==> src/design/jts_pkg.sv <==
package jts_pkg;

  localparam int CHAR_BITS = 21;
  localparam int COL_BITS  = 16;
  localparam int ROW_BITS  = 32;
  localparam int Q_DEPTH   = 4;
  localparam int Q_AW      = $clog2(Q_DEPTH);

  typedef logic [CHAR_BITS-1:0] char_t;
  typedef logic [COL_BITS-1:0]  col_t;
  typedef logic [ROW_BITS-1:0]  row_t;

  typedef enum logic [1:0] {
    MODE_IDLE,
    MODE_STRING,
    MODE_LITERAL,
    MODE_NUMBER
  } mode_t;

  typedef enum logic [3:0] {
    TK_LBRACKET,
    TK_RBRACKET,
    TK_LBRACE,
    TK_RBRACE,
    TK_COMMA,
    TK_COLON,
    TK_STRING,
    TK_NUMBER,
    TK_NULL,
    TK_TRUE,
    TK_FALSE,
    TK_INVALID,
    TK_EOF
  } tok_kind_t;

  // classified character as it travels through the queue
  typedef struct packed {
    logic      eos;
    logic      nl;
    logic      quote;
    logic      bslash;
    logic      punct;
    tok_kind_t pkind;
    logic      alpha;
    logic      digit;
    logic      minus;
    logic      numch;
    logic [3:0] kn_hit;
    logic [3:0] kt_hit;
    logic [4:0] kf_hit;
  } class_t;

  typedef struct packed {
    tok_kind_t kind;
    col_t      sc;
    row_t      sr;
    col_t      ec;
    logic      last;
  } tok_t;

endpackage

==> src/design/jts_front.sv <==
module jts_front (
  input  logic                 in_valid,
  output logic                 in_stall,
  input  jts_pkg::char_t       in_character,
  input  logic                 in_end_of_stream,
  input  logic                 q_full,
  output logic                 q_push,
  output jts_pkg::class_t      q_din
);

  localparam jts_pkg::char_t CH_LF       = jts_pkg::char_t'(8'h0a);
  localparam jts_pkg::char_t CH_CR       = jts_pkg::char_t'(8'h0d);
  localparam jts_pkg::char_t CH_QUOTE    = jts_pkg::char_t'(8'h22);
  localparam jts_pkg::char_t CH_BSLASH   = jts_pkg::char_t'(8'h5c);
  localparam jts_pkg::char_t CH_LBRACKET = jts_pkg::char_t'(8'h5b);
  localparam jts_pkg::char_t CH_RBRACKET = jts_pkg::char_t'(8'h5d);
  localparam jts_pkg::char_t CH_LBRACE   = jts_pkg::char_t'(8'h7b);
  localparam jts_pkg::char_t CH_RBRACE   = jts_pkg::char_t'(8'h7d);
  localparam jts_pkg::char_t CH_COMMA    = jts_pkg::char_t'(8'h2c);
  localparam jts_pkg::char_t CH_COLON    = jts_pkg::char_t'(8'h3a);
  localparam jts_pkg::char_t CH_MINUS    = jts_pkg::char_t'(8'h2d);
  localparam jts_pkg::char_t CH_DOT      = jts_pkg::char_t'(8'h2e);
  localparam jts_pkg::char_t CH_LOW_E    = jts_pkg::char_t'(8'h65);
  localparam jts_pkg::char_t CH_UP_E     = jts_pkg::char_t'(8'h45);

  localparam logic [7:0] KW_NULL  [4] = '{8'h6e, 8'h75, 8'h6c, 8'h6c};
  localparam logic [7:0] KW_TRUE  [4] = '{8'h74, 8'h72, 8'h75, 8'h65};
  localparam logic [7:0] KW_FALSE [5] = '{8'h66, 8'h61, 8'h6c, 8'h73, 8'h65};

  jts_pkg::char_t c;

  assign c        = in_character;
  assign in_stall = q_full;
  assign q_push   = in_valid && !q_full;

  always_comb begin
    q_din        = '0;
    q_din.eos    = in_end_of_stream;
    q_din.nl     = (c == CH_LF) || (c == CH_CR);
    q_din.quote  = (c == CH_QUOTE);
    q_din.bslash = (c == CH_BSLASH);
    q_din.alpha  = ((c >= jts_pkg::char_t'(8'h61)) && (c <= jts_pkg::char_t'(8'h7a))) ||
                   ((c >= jts_pkg::char_t'(8'h41)) && (c <= jts_pkg::char_t'(8'h5a)));
    q_din.digit  = (c >= jts_pkg::char_t'(8'h30)) && (c <= jts_pkg::char_t'(8'h39));
    q_din.minus  = (c == CH_MINUS);
    q_din.numch  = q_din.digit || (c == CH_MINUS) || (c == CH_LOW_E) ||
                   (c == CH_UP_E) || (c == CH_DOT);
    q_din.punct  = 1'b1;
    case (c)
      CH_LBRACKET: q_din.pkind = jts_pkg::TK_LBRACKET;
      CH_RBRACKET: q_din.pkind = jts_pkg::TK_RBRACKET;
      CH_LBRACE:   q_din.pkind = jts_pkg::TK_LBRACE;
      CH_RBRACE:   q_din.pkind = jts_pkg::TK_RBRACE;
      CH_COMMA:    q_din.pkind = jts_pkg::TK_COMMA;
      CH_COLON:    q_din.pkind = jts_pkg::TK_COLON;
      default: begin
        q_din.pkind = jts_pkg::TK_INVALID;
        q_din.punct = 1'b0;
      end
    endcase
    // keyword letter hits per position, looked up by progress in the back end
    for (int i = 0; i < 4; i++) begin
      q_din.kn_hit[i] = (c == jts_pkg::char_t'(KW_NULL[i]));
      q_din.kt_hit[i] = (c == jts_pkg::char_t'(KW_TRUE[i]));
    end
    for (int i = 0; i < 5; i++) begin
      q_din.kf_hit[i] = (c == jts_pkg::char_t'(KW_FALSE[i]));
    end
  end

endmodule

==> src/design/jts_queue.sv <==
module jts_queue (
  input  logic            clk,
  input  logic            rst_n,
  input  logic            push,
  input  jts_pkg::class_t din,
  input  logic            pop,
  output jts_pkg::class_t dout,
  output logic            empty,
  output logic            full
);

  jts_pkg::class_t             mem_r [jts_pkg::Q_DEPTH];
  logic [jts_pkg::Q_AW-1:0]    wp_r, wp_nxt;
  logic [jts_pkg::Q_AW-1:0]    rp_r, rp_nxt;
  logic [jts_pkg::Q_AW:0]      cnt_r, cnt_nxt;

  assign empty = (cnt_r == '0);
  assign full  = (cnt_r == (jts_pkg::Q_AW+1)'(jts_pkg::Q_DEPTH));
  assign dout  = mem_r[rp_r];

  always_comb begin
    wp_nxt  = push ? wp_r + 1'b1 : wp_r;
    rp_nxt  = pop ? rp_r + 1'b1 : rp_r;
    cnt_nxt = cnt_r;
    if (push && !pop) begin
      cnt_nxt = cnt_r + 1'b1;
    end else if (pop && !push) begin
      cnt_nxt = cnt_r - 1'b1;
    end
  end

  always_ff @(posedge clk) begin
    if (!rst_n) begin
      wp_r  <= '0;
      rp_r  <= '0;
      cnt_r <= '0;
    end else begin
      wp_r  <= wp_nxt;
      rp_r  <= rp_nxt;
      cnt_r <= cnt_nxt;
    end
  end

  always_ff @(posedge clk) begin
    if (push) begin
      mem_r[wp_r] <= din;
    end
  end

endmodule

==> src/design/jts_back.sv <==
module jts_back (
  input  logic            clk,
  input  logic            rst_n,
  input  jts_pkg::class_t q_dout,
  input  logic            q_empty,
  output logic            q_pop,
  output logic            out_valid,
  input  logic            out_stall,
  output jts_pkg::tok_t   out_tok
);

  jts_pkg::mode_t mode_r, mode_nxt;
  logic           esc_r, esc_nxt;
  logic           done_r, done_nxt;
  jts_pkg::row_t  row_r, row_nxt;
  jts_pkg::col_t  ncol_r, ncol_nxt;
  jts_pkg::col_t  tsc_r, tsc_nxt;
  jts_pkg::row_t  tsr_r, tsr_nxt;
  jts_pkg::col_t  tec_r, tec_nxt;
  logic [2:0]     kwp_r, kwp_nxt;
  logic [2:0]     kwc_r, kwc_nxt;

  logic           out_v_r, hold_v_r;
  jts_pkg::tok_t  out_r, hold_r;

  jts_pkg::class_t cl;
  logic           adv;
  logic           is_str, is_lit, is_num;
  logic           ends_run, scan_idle, str_close, str_nl;
  jts_pkg::col_t  colp1;
  jts_pkg::row_t  row_n;
  jts_pkg::tok_kind_t lit_kind, pend_kind;
  jts_pkg::tok_t  pend_tok, eof_tok, punct_tok;
  jts_pkg::tok_t  r0, r1;
  logic           r0_v, r1_v;
  logic [5:0]     feed_cont, feed_new;

  function automatic jts_pkg::col_t col_inc(input jts_pkg::col_t v);
    return (&v) ? v : v + 1'b1;
  endfunction

  function automatic jts_pkg::row_t row_inc(input jts_pkg::row_t v);
    return (&v) ? v : v + 1'b1;
  endfunction

  // returns {progress, candidates} after one more letter
  function automatic logic [5:0] kw_feed(input logic [2:0] p, input logic [2:0] cands,
                                         input jts_pkg::class_t k);
    logic nb, tb, fb;
    logic [2:0] pn;
    logic [7:0] kf_ext;
    kf_ext = {3'b000, k.kf_hit};
    nb = (p < 3'd4) && k.kn_hit[p[1:0]];
    tb = (p < 3'd4) && k.kt_hit[p[1:0]];
    fb = kf_ext[p];
    pn = (p == 3'd7) ? p : p + 1'b1;
    return {pn, cands & {fb, tb, nb}};
  endfunction

  assign cl        = q_dout;
  assign adv       = !out_v_r || !out_stall;
  assign q_pop     = adv && !hold_v_r && !q_empty;
  assign out_valid = out_v_r;
  assign out_tok   = out_r;

  assign is_str    = (mode_r == jts_pkg::MODE_STRING);
  assign is_lit    = (mode_r == jts_pkg::MODE_LITERAL);
  assign is_num    = (mode_r == jts_pkg::MODE_NUMBER);
  assign ends_run  = (is_lit && !(cl.alpha || cl.digit)) || (is_num && !cl.numch);
  assign scan_idle = (mode_r == jts_pkg::MODE_IDLE) || ends_run;
  assign str_nl    = is_str && cl.nl;
  // the character is ignored on an end-of-stream beat
  assign str_close = is_str && !cl.eos && !cl.nl && cl.quote && !esc_r;
  assign colp1     = col_inc(ncol_r);
  assign row_n     = cl.nl ? row_inc(row_r) : row_r;
  assign feed_cont = kw_feed(kwp_r, kwc_r, cl);
  assign feed_new  = kw_feed(3'd0, 3'b111, cl);

  always_comb begin
    if (kwc_r[0] && (kwp_r == 3'd4)) begin
      lit_kind = jts_pkg::TK_NULL;
    end else if (kwc_r[1] && (kwp_r == 3'd4)) begin
      lit_kind = jts_pkg::TK_TRUE;
    end else if (kwc_r[2] && (kwp_r == 3'd5)) begin
      lit_kind = jts_pkg::TK_FALSE;
    end else begin
      lit_kind = jts_pkg::TK_INVALID;
    end
    case (mode_r)
      jts_pkg::MODE_NUMBER:  pend_kind = jts_pkg::TK_NUMBER;
      jts_pkg::MODE_LITERAL: pend_kind = lit_kind;
      default:               pend_kind = jts_pkg::TK_STRING;
    endcase
  end

  always_comb begin
    pend_tok      = '{kind: pend_kind, sc: tsc_r, sr: tsr_r, ec: tec_r, last: 1'b0};
    // closing quote belongs to the string
    if (str_close) begin
      pend_tok.ec = colp1;
    end
    eof_tok   = '{kind: jts_pkg::TK_EOF, sc: '0, sr: row_inc(row_r), ec: '0, last: 1'b0};
    punct_tok = '{kind: cl.pkind, sc: ncol_r, sr: row_n, ec: colp1, last: 1'b0};
  end

  // next state of the scanner
  always_comb begin
    mode_nxt = mode_r;
    esc_nxt  = esc_r;
    done_nxt = done_r;
    row_nxt  = row_r;
    ncol_nxt = ncol_r;
    tsc_nxt  = tsc_r;
    tsr_nxt  = tsr_r;
    tec_nxt  = tec_r;
    kwp_nxt  = kwp_r;
    kwc_nxt  = kwc_r;
    if (q_pop && !done_r) begin
      if (cl.eos) begin
        mode_nxt = jts_pkg::MODE_IDLE;
        done_nxt = 1'b1;
      end else begin
        row_nxt  = row_n;
        ncol_nxt = cl.nl ? '0 : colp1;
        if (is_str) begin
          if (str_nl) begin
            mode_nxt = jts_pkg::MODE_IDLE;
          end else if (str_close) begin
            tec_nxt  = colp1;
            mode_nxt = jts_pkg::MODE_IDLE;
          end else begin
            esc_nxt = cl.bslash ? !esc_r : 1'b0;
            tec_nxt = colp1;
          end
        end else begin
          if (is_lit && (cl.alpha || cl.digit)) begin
            {kwp_nxt, kwc_nxt} = feed_cont;
            tec_nxt = colp1;
          end
          if (is_num && cl.numch) begin
            tec_nxt = colp1;
          end
          if (scan_idle) begin
            tsc_nxt  = ncol_r;
            tsr_nxt  = row_n;
            tec_nxt  = colp1;
            mode_nxt = jts_pkg::MODE_IDLE;
            if (cl.punct) begin
              mode_nxt = jts_pkg::MODE_IDLE;
            end else if (cl.quote) begin
              mode_nxt = jts_pkg::MODE_STRING;
              esc_nxt  = 1'b0;
            end else if (cl.alpha) begin
              mode_nxt = jts_pkg::MODE_LITERAL;
              {kwp_nxt, kwc_nxt} = feed_new;
            end else if (cl.digit || cl.minus) begin
              mode_nxt = jts_pkg::MODE_NUMBER;
            end
          end
        end
      end
    end
  end

  // tokens caused by the beat being processed
  always_comb begin
    r0   = eof_tok;
    r1   = eof_tok;
    r0_v = 1'b0;
    r1_v = 1'b0;
    if (done_r) begin
      r0_v = 1'b1;
    end else if (cl.eos) begin
      r0_v = 1'b1;
      if (mode_r != jts_pkg::MODE_IDLE) begin
        r0   = pend_tok;
        r1_v = 1'b1;
      end
    end else if (is_str) begin
      if (str_nl || str_close) begin
        r0   = pend_tok;
        r0_v = 1'b1;
      end
    end else begin
      if (ends_run) begin
        r0   = pend_tok;
        r0_v = 1'b1;
      end
      if (scan_idle && cl.punct) begin
        if (ends_run) begin
          r1   = punct_tok;
          r1_v = 1'b1;
        end else begin
          r0   = punct_tok;
          r0_v = 1'b1;
        end
      end
    end
    r0.last = !r1_v;
    r1.last = 1'b1;
  end

  always_ff @(posedge clk) begin
    if (!rst_n) begin
      mode_r   <= jts_pkg::MODE_IDLE;
      esc_r    <= 1'b0;
      done_r   <= 1'b0;
      row_r    <= '0;
      ncol_r   <= '0;
      tsc_r    <= '0;
      tsr_r    <= '0;
      tec_r    <= '0;
      kwp_r    <= '0;
      kwc_r    <= 3'b111;
      out_v_r  <= 1'b0;
      hold_v_r <= 1'b0;
    end else begin
      mode_r <= mode_nxt;
      esc_r  <= esc_nxt;
      done_r <= done_nxt;
      row_r  <= row_nxt;
      ncol_r <= ncol_nxt;
      tsc_r  <= tsc_nxt;
      tsr_r  <= tsr_nxt;
      tec_r  <= tec_nxt;
      kwp_r  <= kwp_nxt;
      kwc_r  <= kwc_nxt;
      if (adv) begin
        if (hold_v_r) begin
          out_v_r  <= 1'b1;
          hold_v_r <= 1'b0;
        end else if (q_pop) begin
          out_v_r  <= r0_v;
          hold_v_r <= r1_v;
        end else begin
          out_v_r <= 1'b0;
        end
      end
    end
  end

  always_ff @(posedge clk) begin
    if (adv) begin
      if (hold_v_r) begin
        out_r <= hold_r;
      end else if (q_pop) begin
        out_r  <= r0;
        hold_r <= r1;
      end
    end
  end

`ifndef SYNTHESIS
  a_hold_behind_out: assert property (@(posedge clk) disable iff (!rst_n)
    hold_v_r |-> out_v_r)
    else $error("second token held without a first one on the output");

  a_hold_is_last: assert property (@(posedge clk) disable iff (!rst_n)
    hold_v_r |-> hold_r.last)
    else $error("held second token not marked last");

  a_eof_is_last: assert property (@(posedge clk) disable iff (!rst_n)
    (out_v_r && (out_r.kind == jts_pkg::TK_EOF)) |-> out_r.last)
    else $error("eof token not marked last");

  a_done_gives_eof: assert property (@(posedge clk) disable iff (!rst_n)
    $rose(done_r) |-> ((out_v_r && (out_r.kind == jts_pkg::TK_EOF)) ||
                       (hold_v_r && (hold_r.kind == jts_pkg::TK_EOF))))
    else $error("end of stream taken without an eof token");
`endif

endmodule

==> src/design/json_token_scanner_unit.sv <==
// channel | direction | handshake          | beat payload
// in_     | input     | in_valid/in_stall   | character, end_of_stream
// out_    | output    | out_valid/out_stall | token kind, start/end column and row, last
//
// one character per cycle enters a four-deep queue unless it is full; the back
// end retires one queued character per cycle unless out_stall holds it; after one
// that yields two tokens it waits while the single output register delivers both
// in turn; a character waits in the queue, then its token in the output register
// reset is synchronous, empties the queue, clears the scanner state and the output valid flags
// in_stall rises only when the queue is full; out_stall holds the output token
module json_token_scanner_unit (
  input  logic        clk,
  input  logic        rst_n,
  input  logic        in_valid,
  output logic        in_stall,
  input  logic [20:0] in_character,
  input  logic        in_end_of_stream,
  output logic        out_valid,
  input  logic        out_stall,
  output logic [3:0]  out_token_kind,
  output logic [15:0] out_start_column,
  output logic [31:0] out_start_row,
  output logic [15:0] out_end_column,
  output logic [31:0] out_end_row,
  output logic        out_last_of_run
);

  logic            q_push, q_pop, q_empty, q_full;
  jts_pkg::class_t q_din, q_dout;
  jts_pkg::tok_t   tok;

  jts_front u_front (
    .in_valid         (in_valid),
    .in_stall         (in_stall),
    .in_character     (jts_pkg::char_t'(in_character)),
    .in_end_of_stream (in_end_of_stream),
    .q_full           (q_full),
    .q_push           (q_push),
    .q_din            (q_din)
  );

  jts_queue u_queue (
    .clk   (clk),
    .rst_n (rst_n),
    .push  (q_push),
    .din   (q_din),
    .pop   (q_pop),
    .dout  (q_dout),
    .empty (q_empty),
    .full  (q_full)
  );

  jts_back u_back (
    .clk       (clk),
    .rst_n     (rst_n),
    .q_dout    (q_dout),
    .q_empty   (q_empty),
    .q_pop     (q_pop),
    .out_valid (out_valid),
    .out_stall (out_stall),
    .out_tok   (tok)
  );

  assign out_token_kind   = 4'(tok.kind);
  assign out_start_column = 16'(tok.sc);
  assign out_start_row    = 32'(tok.sr);
  assign out_end_column   = 16'(tok.ec);
  assign out_end_row      = 32'(tok.sr);
  assign out_last_of_run  = tok.last;

endmodule
==> config.mk <==
export PLATFORM = sky130hd
export DESIGN_NAME = json_token_scanner_unit
export DESIGN_NICKNAME = d
export VERILOG_FILES = /design/src/design/jts_pkg.sv /design/src/design/jts_front.sv /design/src/design/jts_queue.sv /design/src/design/jts_back.sv /design/src/design/json_token_scanner_unit.sv
export SDC_FILE = /design/constraint.sdc
export NUM_CORES = 1
export LEC_CHECK = 0
export ABC_AREA = 1
export BUFFER_PORTS_ARGS = -buffer_cell sky130_fd_sc_hd__clkbuf_2
export CAP_MARGIN = 30
export CORE_MARGIN = 1
export CORE_UTILIZATION = 35
export DETAILED_ROUTE_END_ITERATION = 7
export HOLD_SLACK_MARGIN = 0.05
export PLACE_DENSITY = 0.62
export SKIP_LAST_GASP = 1
export SYNTH_ARGS = -nofsm -noshare
export SYNTH_HDL_FRONTEND = slang
export SYNTH_HIERARCHICAL = 1
export SYNTH_SLANG_ARGS = --single-unit
==> constraint.sdc <==
create_clock -name clk -period 5.21 [get_ports clk]
set_input_delay 0.2605 -clock clk [delete_from_list [all_inputs] [get_ports clk]]
set_output_delay 0.2605 -clock clk [all_outputs]
set_load 0.1 [all_outputs]
Word level (Yosys, flattened, before mapping)
Memories as Yosys holds them, arrays and structs flattened. A register that Yosys moved wholly into a read port is not among the register bits. Cells that the tools add are included.

Add/sub/neg operators: 7. $mul: 0. Divide/modulo/power cells: 0. Order comparisons: 9. Equal/unequal tests: 33. Shift-type cells: 0. Mux-type cells: 86. Bitwise logic cells: 6. Reductions and logical operators: 72.

Operators with widths (number): two-way mux 69 bit (10); equality test 21 x 7 -> 1 bit, second input constant (15); two-way mux 49 bit (5); two-way mux 16 bit (8); equality test 21 x 6 -> 1 bit, second input constant (5); two-way mux 32 bit (2); equality test 21 x 4 -> 1 bit, second input constant (2); greater-or-equal comparator 21 x 7 -> 1 bit, second input constant (2); <= comparator 21 x 7 -> 1 bit, second input constant (2); two-way mux 3 bit (13); adder 32 x 1 -> 32 bit, second input constant (1); AND reduction 32 bit (1); two-way mux 1 bit (30); logical AND 1 bit (24); case mux 4 bit (6 select lines) (1); two-way mux 2 bit (11); greater-or-equal comparator 21 x 6 -> 1 bit, second input constant (1); <= comparator 21 x 6 -> 1 bit, second input constant (1); adder 16 x 1 -> 16 bit, second input constant (1); AND reduction 16 bit (1); zero test 1 bit (14); equality test 3 bit, second input constant (4); logical OR 1 bit (12); nonzero test 2 bit (5); other kinds (26) (42).

Bits in registers: 268. Latch bits: 0. RAM bits: 104. Memory bits (read-only): 0. Word-level logic and storage cells: 238. Memories kept: 1.

Memories: u_queue.mem_r (words 4, bits a word 26, read ports 1, clocked after Yosys merged registers in 1, wr ports 1, line jts_queue.sv:12) `jts_pkg::class_t mem_r [jts_pkg::Q_DEPTH];`.

Logic depth before layout (Yosys ltp)
Word-level depth: 14. Depth in mapped cells: 19.

By module
The synthesis kept the hierarchy.

Modules (own cells, without submodules): jts_back (instances 1, cells each 1959, area each 14353.8 sq um, seq. area each 6596.3 sq um); jts_queue (instances 1, cells each 309, area each 4290.4 sq um, seq. area each 3303.2 sq um); jts_front (instances 1, cells each 163, area each 748.2 sq um, seq. area each 0.0 sq um); json_token_scanner_unit (instances 1, cells each 32, area each 240.2 sq um, seq. area each 0.0 sq um).

Worst setup path after synthesis
No wires, ideal clock.

Kind: reg2reg. From: reg u_back.hold_v_r. To: reg u_back.out_r, in the netlist u_back/out_tok[0] (enable). Library setup time: 519 ps. Arrival time: 4389 ps. Required time: 4691 ps. Slack: 302 ps. Stages on the path, launching flop included: 6. Cell sequence: dfxtp_1 -> clkbuf_1 -> inv_2 -> clkbuf_1 -> clkbuf_1 -> a21oi_1.

Cells in the longest elaborated chain, start to end: 5.

RTL lines: from (decl) (line jts_back.sv:23) `logic out_v_r, hold_v_r;`; from (signal assigned) (line jts_back.sv:234) `hold_v_r <= r1_v;`; zero test 1 bit (line jts_back.sv:62) `assign q_pop = adv && !hold_v_r && !q_empty;`; logical AND 1 bit (2 in series) (line jts_back.sv:62); nonzero test 2 bit (no line) *; AND reduction 2 bit (no line) *; to (signal assigned) (line jts_back.sv:245) `out_r <= hold_r;`; to (signal assigned) (line jts_back.sv:247) `out_r <= r0;`; to (decl) (line jts_back.sv:24) `jts_pkg::tok_t out_r, hold_r;`.

Every way passes the cells marked *; elsewhere a longest branch is shown, timed or not. A chain may end at the register's enable or synchronous reset.

==> metrics.txt <==
die area=57000 sq um; Mapped Cells=2463; Fmax achieved=242 MHz; Final Routed Wirelength=55900 um; R2R Path End=u_back/out_tok[1]; Cell variety after synth=53; clock root buffer=clkbuf_16; Die X=239 um; Max-Cap Viols=0; syn_nets=2500; # clock sinks=374; Syn Area/Cell=7.97 sq um; GP Congestion=0.919; Max FO, Critical Path=26; sequential area share after synthesis=0.504; CTS tree=done; share of cells above drive strength 1=0.111; initial antenna violation count=1; area grow syn2layout=12.3%; TritonRoute pass-1 iters=6; Critical Path AT=4.46 ns; DRT antenna net count=0; Yosys reg bits=374; Iteration-0 DRC Markers=1508; wire per inst=17.0 um; cts bufs inserted=42; predominant post-synthesis flop cell=edfxtp_1; TNS Setup=0 ns; worst slew pin tran=0.964 ns; Fin Hold WS=0.168 ns; Worst-Skew Late Latency=0.57 ns; Post-CTS Setup Repair Bufs=0; Reg2Reg Setup Slack=1.08 ns; Reg2Reg Depth=14; relative slew slack=0.357; Tightest Hold Check Type=primary input to flip-flop; post-route insts no fill=3291; Compound-Gate Fraction of Synth Area=0.157; FILL cells=5625; Worst Skew=0.0224 ns; Critical Path End Type=flip-flop; critical path's largest stage delay=0.69 ns; share of the clock period used by the worst path=0.793; CP startpoint kind=flip-flop; RSZ-0062 raised after global routing=false; I/O pin cnt=129; minimum clock period=4.13 ns; vias per cell=5.18; most common cell after layout, fill and taps aside=nand2_1; Multi-input gate area=7940 sq um; Core Footprint=55300 sq um; number of port buffers=128; post-DP HPWL=37400 um; pin count of the biggest net entering global routing=82; Post-synth ARST share=0; vias in the first global route=16214; Residual DRC=0; Hold Crit Depth=3; Crit Path Class=flip-flop to flip-flop; slowest CP cell=o22ai_1; Hold Fails Final Rpt=0; worst path cell trace=inv_2, o21ai_1, o22ai_1, nor2_1, nand4_1, nand3_1, nand2_2, inv_1, nand2_1, inv_1, o21ai_0, inv_1, nand2_1, nand2_1; Max Slew Vio Count=0; Final Setup Violations=0; Starting Density=0.355; multiplexer share of the synthesized area=0.00357; num rows=86; mapped cell area=19600 sq um; most frequent cells in the layout=nand2_1, nor2_1, edfxtp_1; Post-Synth XOR/XNOR Area=0.00714; Die Y=239 um; worst setup path endpoint=u_back/out_tok[1]; largest family of logic cells by synthesized area=simple AND/OR/NAND/NOR gates; outcome=complete, no violations; Clk pin slew, worst setup/hold paths=0.06 ns; final core utilization=0.399; Yosys Warn Count=6; Synth Area in Adders=0.00739; first-pass GRT wire length=88000 um; number of synthesized flops with an enable pin=241; FF/Latch Area=9900 sq um; final net count=2550; H-tree levels=2; Longest Clk Path Bufs=3; Synth Area in Simple Gates=0.228; grt total ovfl=0; vias post-DR=17036; WP data required=5.53 ns; Tot GR Track Use=0.194; Ant. Diodes=0; placed cell count=3215
registers in the layout, indices dropped and copies added (netlist names), 2 cells and up, named ones only:
register        count
u_back/kwc_r        3
u_queue/mem_r     104
u_queue/wp_r        2
u_back/out_tok     69
u_back/tsr_r       32
u_back/hold_r      68
u_queue/cnt_r       3
u_back/mode_r       2
u_back/tec_r       16
u_queue/rp_r        2
u_back/ncol_r      16
u_back/row_r       32
u_back/tsc_r       16
u_back/kwp_r        3
critical path: cells and delay by family, from the launching register on:
| family | cells | cell delay (ns) |
|---|---|---|
| AND/OR/NAND/NOR | 7 | 1.23 |
| buffers and inverters | 4 | 1.10 |
| AO/OA/AOI/OAI | 3 | 1.03 |
| flip-flops | 1 | 0.53 |
kinds of logic (layout without fill, tap and decap cells):
kind of cell | count (synthesis) | count (layout)
DFF | 374 | 374
muxes | 7 | 7
and+or+nand+nor | 1077 | 1077
adders and majority gates | 11 | 11
AOI/OAI and AO/OA | 569 | 569
xor gates and xnor gates | 16 | 16
buffers and inverters | 409 | 489
metrics by stage:
stage	instance area (sq um)	setup slack (ns)
global route	22000	0.635
finish	22000	1.08
CTS	22000	1.02
global placement	20600	1.19
detailed placement	20700	1.04
floorplan	19600	0.302
worst min-delay path by stage:
stage,startpoint,end,slack [ns]
2_1_floorplan,rst_n,u_queue/cnt_r[2],0.38
3_3_place_gp,u_queue/rp_r[1],u_queue/rp_r[1],0.44
3_5_place_dp,u_queue/rp_r[1],u_queue/rp_r[1],0.44
4_1_cts,in_character[0],u_queue/mem_r[1][3],0.13
5_1_grt,in_character[0],u_queue/mem_r[1][3],0.17
6_report,in_character[0],u_queue/mem_r[1][3],0.17
area by class of cell:
type	count	area share
sequential	374	0.449
multi-input combinational	1680	0.360
clock buffer	52	0.0513
timing repair buffer	165	0.0457
inverter	250	0.0430
tap	748	0.0425
clock inverter	22	0.00846
routing by layer:
| metal | vias up | global-route usage | wire [um] | share of wire |
|---|---|---|---|---|
| li1 | 8287 | - | - | - |
| met1 | 8092 | 0.259 | 25000 | 0.45 |
| met2 | 567 | 0.323 | 26500 | 0.47 |
| met3 | 88 | 0.0245 | 2990 | 0.054 |
| met4 | 2 | 0.0662 | 1330 | 0.024 |
| met5 | - | 0 | 13 | 0.00023 |
cell usage after synthesis (3+ instances only):
master	count	area, sq um
nand2_1	595	2230
nor2_1	276	1040
edfxtp_1	241	7240
o21ai_0	237	1190
inv_1	236	886
a21oi_1	206	1030
dfxtp_1	133	2660
nand3_1	115	576
clkbuf_1	56	210
buf_4	48	360
o211ai_1	45	338
buf_2	36	180
o22ai_1	29	181
nand4_1	25	156
o21ai_1	25	125
nor3_1	19	95.1
nor2_2	14	87.6
xor2_1	14	123
buf_1	13	48.8
inv_2	11	41.3
ha_1	10	125
nand2_2	9	56.3
mux2i_1	7	70.1
buf_6	6	67.6
a31oi_1	5	31.3
and2_1	5	31.3
nor2_4	4	45.0
a21boi_0	3	22.5
nor2_8	3	60.1
o21ai_2	3	26.3
timing repair:
item / 4_1_cts / 5_1_grt
hold buffers: 2 / 0
endpoints found under the hold margin: 5 / 0
gates resized for setup: 0 / 0
Power is not shown: default switching activity piles up to over one toggle a cycle in this logic, so the estimate is an artifact.
